### src/rtl/six_stage_step_sequencer_defines.svh
// Assertion macros shared by the step sequencer RTL.
`ifndef SIX_STAGE_STEP_SEQUENCER_DEFINES_SVH
`define SIX_STAGE_STEP_SEQUENCER_DEFINES_SVH

`ifndef SYNTHESIS

// Check a property at every clock edge outside reset.
`define SSS_ASSERT(label, clk, rst, prop, msg) \
   label: assert property (@(posedge clk) disable iff (rst) (prop)) else $error(msg);

// Check that a condition in one cycle leads to another in the next cycle.
`define SSS_ASSERT_NEXT(label, clk, rst, ante, cons, msg) \
   label: assert property (@(posedge clk) disable iff (rst) (ante) |=> (cons)) else $error(msg);

`else

`define SSS_ASSERT(label, clk, rst, prop, msg)
`define SSS_ASSERT_NEXT(label, clk, rst, ante, cons, msg)

`endif

`endif

### src/rtl/sss_pkg.sv
`timescale 1ns / 1ps
// Types, constants and helper functions of the six-stage step sequencer.
package sss_pkg;

   localparam int NUM_STAGES      = 6;
   localparam int LEAD_IN_SAMPLES = 48;

   localparam int STAGE_W  = $clog2(NUM_STAGES);
   localparam int LED_W    = 6;
   localparam int NOTE_W   = 7;
   localparam int LEN_W    = 3;
   localparam int KNOB_W   = 12;
   localparam int PERIOD_W = 16;
   localparam int GATE_W   = 18;
   localparam int LEAD_W   = 6;
   localparam int NOISE_W  = 12;
   localparam int SEED_W   = 32;
   localparam int MODE_W   = 2;

   localparam logic [SEED_W-1:0] LCG_MUL  = 32'd1664525;
   localparam logic [SEED_W-1:0] LCG_ADD  = 32'd1013904223;
   localparam logic [SEED_W-1:0] LCG_MUL2 = 32'(64'(LCG_MUL) * 64'(LCG_MUL));
   localparam logic [SEED_W-1:0] LCG_ADD2 = 32'(64'(LCG_MUL) * 64'(LCG_ADD) + 64'(LCG_ADD));

   localparam int NOTE_SPAN  = 72;
   localparam int MAX_LENGTH = 6;

   localparam logic [NOTE_W-1:0]   NOTE_BASE    = 7'd32;
   localparam logic [NOTE_W-1:0]   NOTE_RESET   = 7'd60;
   localparam logic [LEN_W-1:0]    LEN_RESET    = 3'd1;
   localparam logic [PERIOD_W-1:0] PERIOD_RESET = PERIOD_W'(48000 / 2);
   localparam logic [PERIOD_W-1:0] PERIOD_MAX   = {PERIOD_W{1'b1}};
   localparam logic [GATE_W-1:0]   SELECT_GATE  = 18'd10;
   localparam logic [NOISE_W-1:0]  HALF_CODE    = 12'd2048;
   localparam logic [LEAD_W-1:0]   LEAD_LOAD    = LEAD_W'(LEAD_IN_SAMPLES);

   typedef enum logic [MODE_W-1:0] {
      MODE_PLAY   = 2'd0,
      MODE_SELECT = 2'd1,
      MODE_EDIT   = 2'd2,
      MODE_UNUSED = 2'd3
   } mode_type;

   typedef struct packed {
      logic [MODE_W-1:0] mode;
      logic              clock_edge;
      logic              reset_edge;
      logic              clock_connected;
      logic [KNOB_W-1:0] knob_main;
      logic [KNOB_W-1:0] knob_x;
      logic [KNOB_W-1:0] knob_y;
   } req_type;

   typedef struct packed {
      logic [NOTE_W-1:0]         note;
      logic                      gate;
      logic [LED_W-1:0]          led_on;
      logic [LED_W-1:0]          led_dim;
      logic signed [NOISE_W-1:0] noise;
      logic signed [NOISE_W-1:0] held_random;
   } rsp_type;

   function automatic logic [LED_W-1:0] light(input logic [7:0] idx);
      logic [LED_W-1:0] bits;
      bits = '0;
      if (idx < 8'(LED_W)) begin
         bits = LED_W'(1) << idx;
      end
      return bits;
   endfunction

   function automatic logic [NOISE_W-1:0] noise_code(input logic [SEED_W-1:0] st);
      return st[SEED_W-1 -: NOISE_W] - HALF_CODE;
   endfunction

   function automatic logic [GATE_W-1:0] gate_span(input logic [LEN_W-1:0] len,
                                                   input logic [PERIOD_W-1:0] period);
      logic [GATE_W:0] prod;
      prod = (GATE_W+1)'(len) * (GATE_W+1)'(period);
      return prod[GATE_W:1];
   endfunction

endpackage

### src/rtl/six_stage_step_sequencer.sv
`timescale 1ns / 1ps
// Six-stage step sequencer: one audio sample per transaction, registered single pass.
//
//   channel   direction   handshake             payload
//   req_      in          req_valid/req_stall   req_data (sss_pkg::req_type)
//   rsp_      out         rsp_valid/rsp_stall   rsp_data (sss_pkg::rsp_type)
//   csr_      in          csr_wr_en             csr_wr_data (noise seed)
//
// One transaction per cycle while rsp_stall is low; the result goes from the input register,
// through one pass of update logic, into the result register.
// The two LCG multipliers (one and two steps ahead) set the longest path.
// Synchronous reset restores all sequencer state.
// rsp_stall holds the result register; the input register keeps taking a
// transaction until it is full and cannot drain, then req_stall rises.
`include "six_stage_step_sequencer_defines.svh"

module six_stage_step_sequencer (
   input  logic                        clock,
   input  logic                        reset,
   input  logic                        req_valid,
   output logic                        req_stall,
   input  sss_pkg::req_type            req_data,
   output logic                        rsp_valid,
   input  logic                        rsp_stall,
   output sss_pkg::rsp_type            rsp_data,
   input  logic                        csr_wr_en,
   input  logic [sss_pkg::SEED_W-1:0]  csr_wr_data
);
   import sss_pkg::*;

   req_type                req_ff;
   logic                   req_valid_ff;
   rsp_type                rsp_ff;
   rsp_type                rsp_in;
   logic                   rsp_valid_ff;
   logic                   advance;

   logic [NOTE_W-1:0]      stage_note_ff [NUM_STAGES];
   logic [NOTE_W-1:0]      stage_note_in [NUM_STAGES];
   logic [LEN_W-1:0]       stage_len_ff  [NUM_STAGES];
   logic [LEN_W-1:0]       stage_len_in  [NUM_STAGES];
   logic [NUM_STAGES-1:0]  note_caught_ff, note_caught_in;
   logic [NUM_STAGES-1:0]  len_caught_ff, len_caught_in;
   logic [GATE_W-1:0]      gate_rem_ff, gate_rem_in;
   logic [LEAD_W-1:0]      lead_ff, lead_in;
   logic                   gate_level_ff, gate_level_in;
   logic [PERIOD_W-1:0]    period_ff, period_in;
   logic [PERIOD_W-1:0]    interval_ff, interval_in;
   logic [STAGE_W-1:0]     active_ff, active_in;
   logic [LEN_W-1:0]       act_len_ff, act_len_in;
   logic [LEN_W-1:0]       clocks_ff, clocks_in;
   logic [MODE_W-1:0]      prev_mode_ff, prev_mode_in;
   logic [NOISE_W-1:0]     held_ff, held_in;
   logic [SEED_W-1:0]      noise_state_ff, noise_state_in;
   logic                   pending_ff, pending_in;

   logic [SEED_W-1:0]      lcg_one;
   logic [SEED_W-1:0]      lcg_two;
   logic [STAGE_W-1:0]     ky_stage;
   logic [STAGE_W-1:0]     next_stage;
   logic [STAGE_W-1:0]     note_addr;
   logic [STAGE_W-1:0]     len_addr;
   logic [NOTE_W-1:0]      note_rd;
   logic [LEN_W-1:0]       len_rd;
   logic [NOTE_W-1:0]      knote;
   logic [LEN_W-1:0]       klen;
   logic [GATE_W-1:0]      rem_base;
   logic [GATE_W-1:0]      tick_rem;
   logic [LEAD_W-1:0]      tick_lead;
   logic                   tick_level;
   logic                   restart_now;
   logic                   clock_hit;
   logic                   edit_entry;
   logic                   nc;
   logic                   lc;
   logic [NOTE_W-1:0]      note_new;
   logic [LEN_W-1:0]       len_new;
   logic [LED_W-1:0]       led_on;
   logic [LED_W-1:0]       led_dim;
   logic [7:0]             dim_mask;

   assign advance   = req_valid_ff && (!rsp_valid_ff || !rsp_stall);
   assign req_stall = req_valid_ff && !advance;
   assign rsp_valid = rsp_valid_ff;
   assign rsp_data  = rsp_ff;

   assign lcg_one = LCG_MUL * noise_state_ff + LCG_ADD;
   assign lcg_two = LCG_MUL2 * noise_state_ff + LCG_ADD2;

   assign ky_stage   = STAGE_W'((32'(req_ff.knob_y) * 32'(NUM_STAGES)) >> KNOB_W);
   assign next_stage = (active_ff == STAGE_W'(NUM_STAGES - 1)) ? '0
                                                             : active_ff + STAGE_W'(1);
   assign note_addr  = (req_ff.mode == MODE_SELECT) ? ky_stage : active_ff;
   assign len_addr   = (req_ff.mode == MODE_SELECT) ? ky_stage : next_stage;
   assign note_rd    = stage_note_ff[note_addr];
   assign len_rd     = stage_len_ff[len_addr];

   assign knote = NOTE_BASE + NOTE_W'((32'(req_ff.knob_main) * 32'(NOTE_SPAN)) >> KNOB_W);
   assign klen  = LEN_W'(((32'(req_ff.knob_x) * 32'(MAX_LENGTH)) >> KNOB_W) + 32'd1);

   // gate tick
   always_comb begin
      rem_base = (req_ff.mode == MODE_SELECT) ? SELECT_GATE : gate_rem_ff;
      if (lead_ff == '0 && rem_base != '0) begin
         tick_rem   = rem_base - GATE_W'(1);
         tick_lead  = lead_ff;
         tick_level = 1'b1;
      end else begin
         tick_rem   = rem_base;
         tick_lead  = (lead_ff != '0) ? lead_ff - LEAD_W'(1) : lead_ff;
         tick_level = 1'b0;
      end
   end

   assign restart_now = pending_ff || req_ff.reset_edge;
   assign clock_hit   = req_ff.clock_edge ||
                        (!req_ff.clock_connected && interval_ff >= period_ff);
   assign edit_entry  = prev_mode_ff != MODE_EDIT;
   assign nc       = (!edit_entry && note_caught_ff[active_ff]) || (note_rd == knote);
   assign lc       = (!edit_entry && len_caught_ff[active_ff]) || (act_len_ff == klen);
   assign note_new = nc ? knote : note_rd;
   assign len_new  = lc ? klen : act_len_ff;
   assign dim_mask = (8'd1 << len_new) - 8'd1;

   always_comb begin
      stage_note_in  = stage_note_ff;
      stage_len_in   = stage_len_ff;
      note_caught_in = note_caught_ff;
      len_caught_in  = len_caught_ff;
      gate_rem_in    = gate_rem_ff;
      lead_in        = lead_ff;
      gate_level_in  = gate_level_ff;
      period_in      = period_ff;
      interval_in    = interval_ff;
      active_in      = active_ff;
      act_len_in     = act_len_ff;
      clocks_in      = clocks_ff;
      held_in        = held_ff;
      noise_state_in = lcg_one;
      pending_in     = pending_ff;
      prev_mode_in   = req_ff.mode;
      led_on         = '0;
      led_dim        = '0;
      rsp_in.note    = note_rd;

      case (req_ff.mode)
         MODE_PLAY: begin
            pending_in    = restart_now;
            gate_rem_in   = tick_rem;
            lead_in       = tick_lead;
            gate_level_in = tick_level;
            if (tick_rem != '0) begin
               led_on = light(8'(active_ff));
            end
            if (clock_hit) begin
               period_in   = interval_ff;
               interval_in = '0;
               if (restart_now) begin
                  active_in      = '0;
                  clocks_in      = '0;
                  lead_in        = LEAD_LOAD;
                  gate_level_in  = 1'b0;
                  gate_rem_in    = gate_span(stage_len_ff[0], interval_ff);
                  act_len_in     = stage_len_ff[0];
                  held_in        = noise_code(lcg_two);
                  noise_state_in = lcg_two;
                  pending_in     = 1'b0;
               end else if ((4'(clocks_ff) + 4'd1) >= 4'(act_len_ff)) begin
                  clocks_in      = '0;
                  active_in      = next_stage;
                  gate_rem_in    = gate_span(len_rd, interval_ff);
                  act_len_in     = len_rd;
                  held_in        = noise_code(lcg_two);
                  noise_state_in = lcg_two;
               end else begin
                  clocks_in = clocks_ff + LEN_W'(1);
               end
            end else if (interval_ff != PERIOD_MAX) begin
               interval_in = interval_ff + PERIOD_W'(1);
            end
         end
         MODE_SELECT: begin
            gate_rem_in   = tick_rem;
            lead_in       = tick_lead;
            gate_level_in = tick_level;
            active_in     = ky_stage;
            act_len_in    = len_rd;
            led_on        = light(8'(ky_stage));
         end
         MODE_EDIT: begin
            stage_note_in[active_ff]  = note_new;
            stage_len_in[active_ff]   = len_new;
            note_caught_in[active_ff] = nc;
            len_caught_in[active_ff]  = lc;
            act_len_in                = len_new;
            if (nc) begin
               led_on = light(8'd0);
            end
            if (lc && len_new != '0) begin
               led_on = led_on | light(8'(len_new) - 8'd1);
            end
            led_dim     = dim_mask[LED_W-1:0] & ~led_on;
            rsp_in.note = note_new;
         end
         default: begin
         end
      endcase

      rsp_in.gate        = gate_level_in;
      rsp_in.led_on      = led_on;
      rsp_in.led_dim     = led_dim;
      rsp_in.noise       = $signed(noise_code(lcg_one));
      rsp_in.held_random = $signed(held_ff);
   end

   always_ff @(posedge clock) begin
      if (req_valid && !req_stall) begin
         req_ff <= req_data;
      end
      if (advance) begin
         rsp_ff <= rsp_in;
      end
      if (reset) begin
         req_valid_ff   <= 1'b0;
         rsp_valid_ff   <= 1'b0;
         for (int i = 0; i < NUM_STAGES; i++) begin
            stage_note_ff[i] <= NOTE_RESET;
            stage_len_ff[i]  <= LEN_RESET;
         end
         note_caught_ff <= '0;
         len_caught_ff  <= '0;
         gate_rem_ff    <= '0;
         lead_ff        <= '0;
         gate_level_ff  <= 1'b0;
         period_ff      <= PERIOD_RESET;
         interval_ff    <= '0;
         active_ff      <= '0;
         act_len_ff     <= LEN_RESET;
         clocks_ff      <= '0;
         prev_mode_ff   <= MODE_PLAY;
         held_ff        <= '0;
         noise_state_ff <= '0;
         pending_ff     <= 1'b1;
      end else begin
         if (req_valid && !req_stall) begin
            req_valid_ff <= 1'b1;
         end else if (advance) begin
            req_valid_ff <= 1'b0;
         end
         if (advance) begin
            rsp_valid_ff <= 1'b1;
         end else if (!rsp_stall) begin
            rsp_valid_ff <= 1'b0;
         end
         if (advance) begin
            stage_note_ff  <= stage_note_in;
            stage_len_ff   <= stage_len_in;
            note_caught_ff <= note_caught_in;
            len_caught_ff  <= len_caught_in;
            gate_rem_ff    <= gate_rem_in;
            lead_ff        <= lead_in;
            gate_level_ff  <= gate_level_in;
            period_ff      <= period_in;
            interval_ff    <= interval_in;
            active_ff      <= active_in;
            act_len_ff     <= act_len_in;
            clocks_ff      <= clocks_in;
            prev_mode_ff   <= prev_mode_in;
            held_ff        <= held_in;
            pending_ff     <= pending_in;
         end
         if (csr_wr_en) begin
            noise_state_ff <= csr_wr_data;
         end else if (advance) begin
            noise_state_ff <= noise_state_in;
         end
      end
   end

   `SSS_ASSERT(a_act_len_mirror, clock, reset, act_len_ff == stage_len_ff[active_ff], "active length copy out of step")
   `SSS_ASSERT(a_lead_in_gate_low, clock, reset, (lead_ff != '0) |-> !gate_level_ff, "gate high during lead-in")
   `SSS_ASSERT_NEXT(a_advance_fills_rsp, clock, reset, advance, rsp_valid_ff, "result register not filled")
   `SSS_ASSERT(a_restart_on_advance, clock, reset, $fell(pending_ff) |-> $past(advance), "restart cleared without a transaction")

endmodule
### config.mk
export PLATFORM = sky130hd
export DESIGN_NAME = six_stage_step_sequencer
export DESIGN_NICKNAME = d
export VERILOG_FILES = /design/src/rtl/sss_pkg.sv /design/src/rtl/six_stage_step_sequencer.sv
export VERILOG_INCLUDE_DIRS = /design/src /design/src/rtl
export SDC_FILE = /design/constraint.sdc
export NUM_CORES = 2
export LEC_CHECK = 0
export ABC_AREA = 1
export BUFFER_PORTS_ARGS = -buffer_cell sky130_fd_sc_hd__buf_2
export CORE_MARGIN = 8
export CORE_UTILIZATION = 59
export CTS_CLUSTER_SIZE = 10
export DETAILED_ROUTE_END_ITERATION = 16
export GPL_ROUTABILITY_DRIVEN = 0
export PLACE_DENSITY = 0.8
export SYNTH_ARGS = -nofsm -noshare
export SYNTH_HDL_FRONTEND = slang
export SYNTH_SLANG_ARGS = --single-unit
### constraint.sdc
create_clock -name clock -period 5.6 [get_ports clock]
set_input_delay 0.28 -clock clock [delete_from_list [all_inputs] [get_ports clock]]
set_output_delay 0.28 -clock clock [all_outputs]
set_load 0.05 [all_outputs]
==> results.py <==
metrics = {
    "status": {
        "violations": "negative setup slack",
        "status": "finished with violations",
    },
    "worst_hold_path": {
        "hold_path_class": "in2reg",
    },
    "floorplanning": {
        "ioPinCount": 124,
        "start_util_pct": 59.5,
        "placementRows": 85,
        "core_area_um2": 53600,
        "die_w_um": 248,
        "die_h_um": 248,
        "die_area_um2": 61700,
    },
    "sta": {
        "min_period_ns": 6.68,
        "rsz0062_at_grt": "true",
        "drv_slew": 0,
        "worstMarginPinSlew_ns": 1.29,
        "slew_headroom_pct": 13.1,
        "timing.fmax_mhz": 150,
        "timing_hold_violations_final": 0,
        "setup_ws_ns": -1.08,
        "final-setup-viol-count": 41,
        "finClkSkew_ns": 0.0535,
        "fin_crit_sh_pct": 119,
    },
    "global_route": {
        "grtUsageMet3_pct": 7.30,
        "antenna_found_initial": 1,
        "grtUsageMet1_pct": 36.8,
        "met2_usage_pct": 55.7,
        "grt_overflow": 0,
        "top_usage_layer": "met2",
        "grt_max_degree": 66,
        "grt_pass1_vias": 30429,
        "grt_usage_pct": 32.6,
        "grt_pass1_wl_um": 161000,
    },
    "clock_network": {
        "htreeDepth": 2,
        "clk_pin_slew_ns": 0.06,
        "worstSkewPairLatency_ns": 0.59,
        "cts_buffers": 36,
        "cts_tree": "done",
        "cts_root_buffer": "clkbuf_16",
        "clockBufferDepth": 3,
        "cts.sinks": 272,
    },
    "drt": {
        "dr.pass1.iters": 8,
        "ant_nets": 0,
        "route.detailed.drc": 0,
        "wirelength_um": 117000,
        "wl_per_cell_um": 22.9,
        "drt-initial-drc-count": 3388,
        "drt-vias-per-instance": 6.01,
        "vias": 30716,
    },
    "worst_setup_path": {
        "critPathLaunchType": "flip-flop",
        "worstSetupEndpointType": "flip-flop",
        "worstPathArrival_ns": 7.08,
        "path_class": "reg2reg",
        "crit_fanout": 6,
        "crit_required_ns": 6.00,
    },
    "logic_synthesis": {
        "yosys-top-cells-count": "inv_1, nand2_1, ha_1",
        "synth-main-ff-cell": "dfxtp_1",
        "synth-seq-area-share_pct": 19.8,
        "yosysTopAreaCell": "fa_1",
        "syn_nets": 4765,
        "avgSynthCellArea_um2": 8.17,
        "synth.most_common_cell": "inv_1",
        "netlist.area_leader.share_pct": 21.1,
        "ys_top_cells_by_area": "fa_1, ha_1, dfxtp_1, inv_1, edfxtp_1",
        "ys_ff_latch": 272,
        "async_reset_ff_share_pct": 0,
        "synth_warnings": 0,
        "synth_edf_count": 85,
        "synth.cell_area_um2": 31900,
        "synth.distinct_cells": 60,
        "syn_inst": 3900,
    },
    "placed_design": {
        "dp_hpwl_um": 78800,
        "numPortBuffers": 123,
        "dpl_cell_area_um2": 35800,
    },
    "layout": {
        "diodes": 0,
        "multiInputGateArea_um2": 24200,
        "fill_cells": 3547,
        "regArea_um2": 6360,
        "drive_gt1_share_pct": 20.9,
        "final_nets": 5251,
        "fin_area_um2": 39700,
        "synthToLayoutAreaGrowth_pct": 24.7,
    },
    "run": {
        "cap_violations": 0,
    },
}
==> flip-flops by register name, summed over array words and instances (netlist names), 3 cells and up <==
signal,cells
act_len_ff,3
active_ff,3
clocks_ff,3
gate_rem_ff,18
held_ff,12
interval_ff,16
lead_ff,6
len_caught_ff,6
noise_state_ff,32
note_caught_ff,6
period_ff,16
req_ff,39
rsp_data,44
stage_len_ff,18
stage_note_ff,42
==> path summary, 6_finish.rpt <==
check / from / slack, ns / end / cells after the start
max: noise_state_ff[4]$_SDFFE_PP0P_ / -1.08 / noise_state_ff[31]$_SDFFE_PP0P_ / 19
max reg2reg: noise_state_ff[4]$_SDFFE_PP0P_ / -1.08 / noise_state_ff[31]$_SDFFE_PP0P_ / 19
min: csr_wr_data[0] / 0.01 / noise_state_ff[0]$_SDFFE_PP0P_ / 3
min reg2reg: held_ff[10]$_SDFFE_PP0P_ / 0.40 / rsp_data[10]$_DFFE_PP_ / 0
==> per-layer routing <==
layer / vias up / routed length [um]
met5: - / 81
met4: 4 / 10600
met3: 764 / 13600
met2: 2048 / 53800
met1: 14499 / 39200
li1: 13401 / -
==> what timing repair did <==
action                                  CTS  global route
endpoints found under the setup margin   41            53
hold buffers                             43             0
buffers inserted                          9            48
resized for setup                       160           259
hold endpoints to repair                 43             0
pin swaps                                66           157
==> cells by family after synthesis <==
kind of cell    after synthesis  share of synthesized area [%]
simple gates               1128                           14.9
fa+ha+maj                   787                           38.8
flops                       272                           19.8
xor+xnor                    154                           4.23
mux                           3                          0.106
compound gates              620                           10.9
buf+inv                     936                           11.2
==> area by class of cell <==
| class | count | area share, % |
|---|---|---|
| multi-input cells | 2692 | 60.8 |
| flip-flops and latches | 272 | 16.0 |
| repair buffers | 540 | 10.1 |
| inverters | 844 | 8.07 |
| clock buffers | 57 | 2.57 |
| well taps | 696 | 2.19 |
| clock inverters | 7 | 0.246 |
==> cell usage in the layout (no fill, tap or decap), types with 10 or more instances in the layout <==
master / n
edfxtp_1: 85
nor2_1: 197
clkinv_1: 10
clkbuf_1: 18
inv_2: 35
or2_2: 12
nand3_2: 15
o21bai_1: 10
nand2_1: 586
fa_1: 318
nand3_1: 161
nor2_4: 10
o21ai_0: 154
a21oi_1: 254
buf_6: 29
nor3_1: 28
ha_4: 83
xor2_1: 70
ha_2: 11
inv_1: 787
dfxtp_4: 15
dlygate4sd3_1: 43
clkbuf_16: 37
nand2_4: 15
a21oi_2: 25
a21oi_4: 11
fa_2: 18
nor2_2: 21
o21ai_1: 16
a31oi_1: 14
buf_4: 341
nand2_2: 30
buf_2: 122
ha_1: 357
o21ai_2: 10
dfxtp_1: 168
o211ai_1: 60
nand4_1: 24
xnor2_1: 65
==> metrics by stage <==
step	setup TNS [ns]	utilization (%)	hold WS (ns)	std cells	setup WS, ns
6_report	-17.33	74.1	0.0135	5108	-1.08
3_3_place_gp	-8.86	66.8	0.414	4959	-0.404
2_1_floorplan	-0.0618	-	0.379	3900	-0.0364
4_1_cts	-6.69	71.2	0.0375	5073	-0.357
5_1_grt	-21.10	74.1	0.0362	5108	-1.08
3_5_place_dp	-12.89	66.8	0.417	4959	-0.490
==> critical path, stage by stage, from the launching register on <==
cell,delay [ns]
dfxtp_4,0.40
buf_4,0.15
fa_1,0.53
fa_1,0.68
fa_1,0.50
fa_1,0.76
inv_1,0.13
fa_1,0.55
inv_1,0.06
fa_1,0.53
fa_1,0.52
ha_1,0.24
xnor2_1,0.28
xor2_1,0.25
xor2_1,0.13
or2_2,0.33
nand3_1,0.13
nand3_1,0.10
o211ai_1,0.11
a21oi_1,0.09
Power is not shown: default switching activity piles up to over one toggle a cycle in this logic, so the estimate is an artifact.
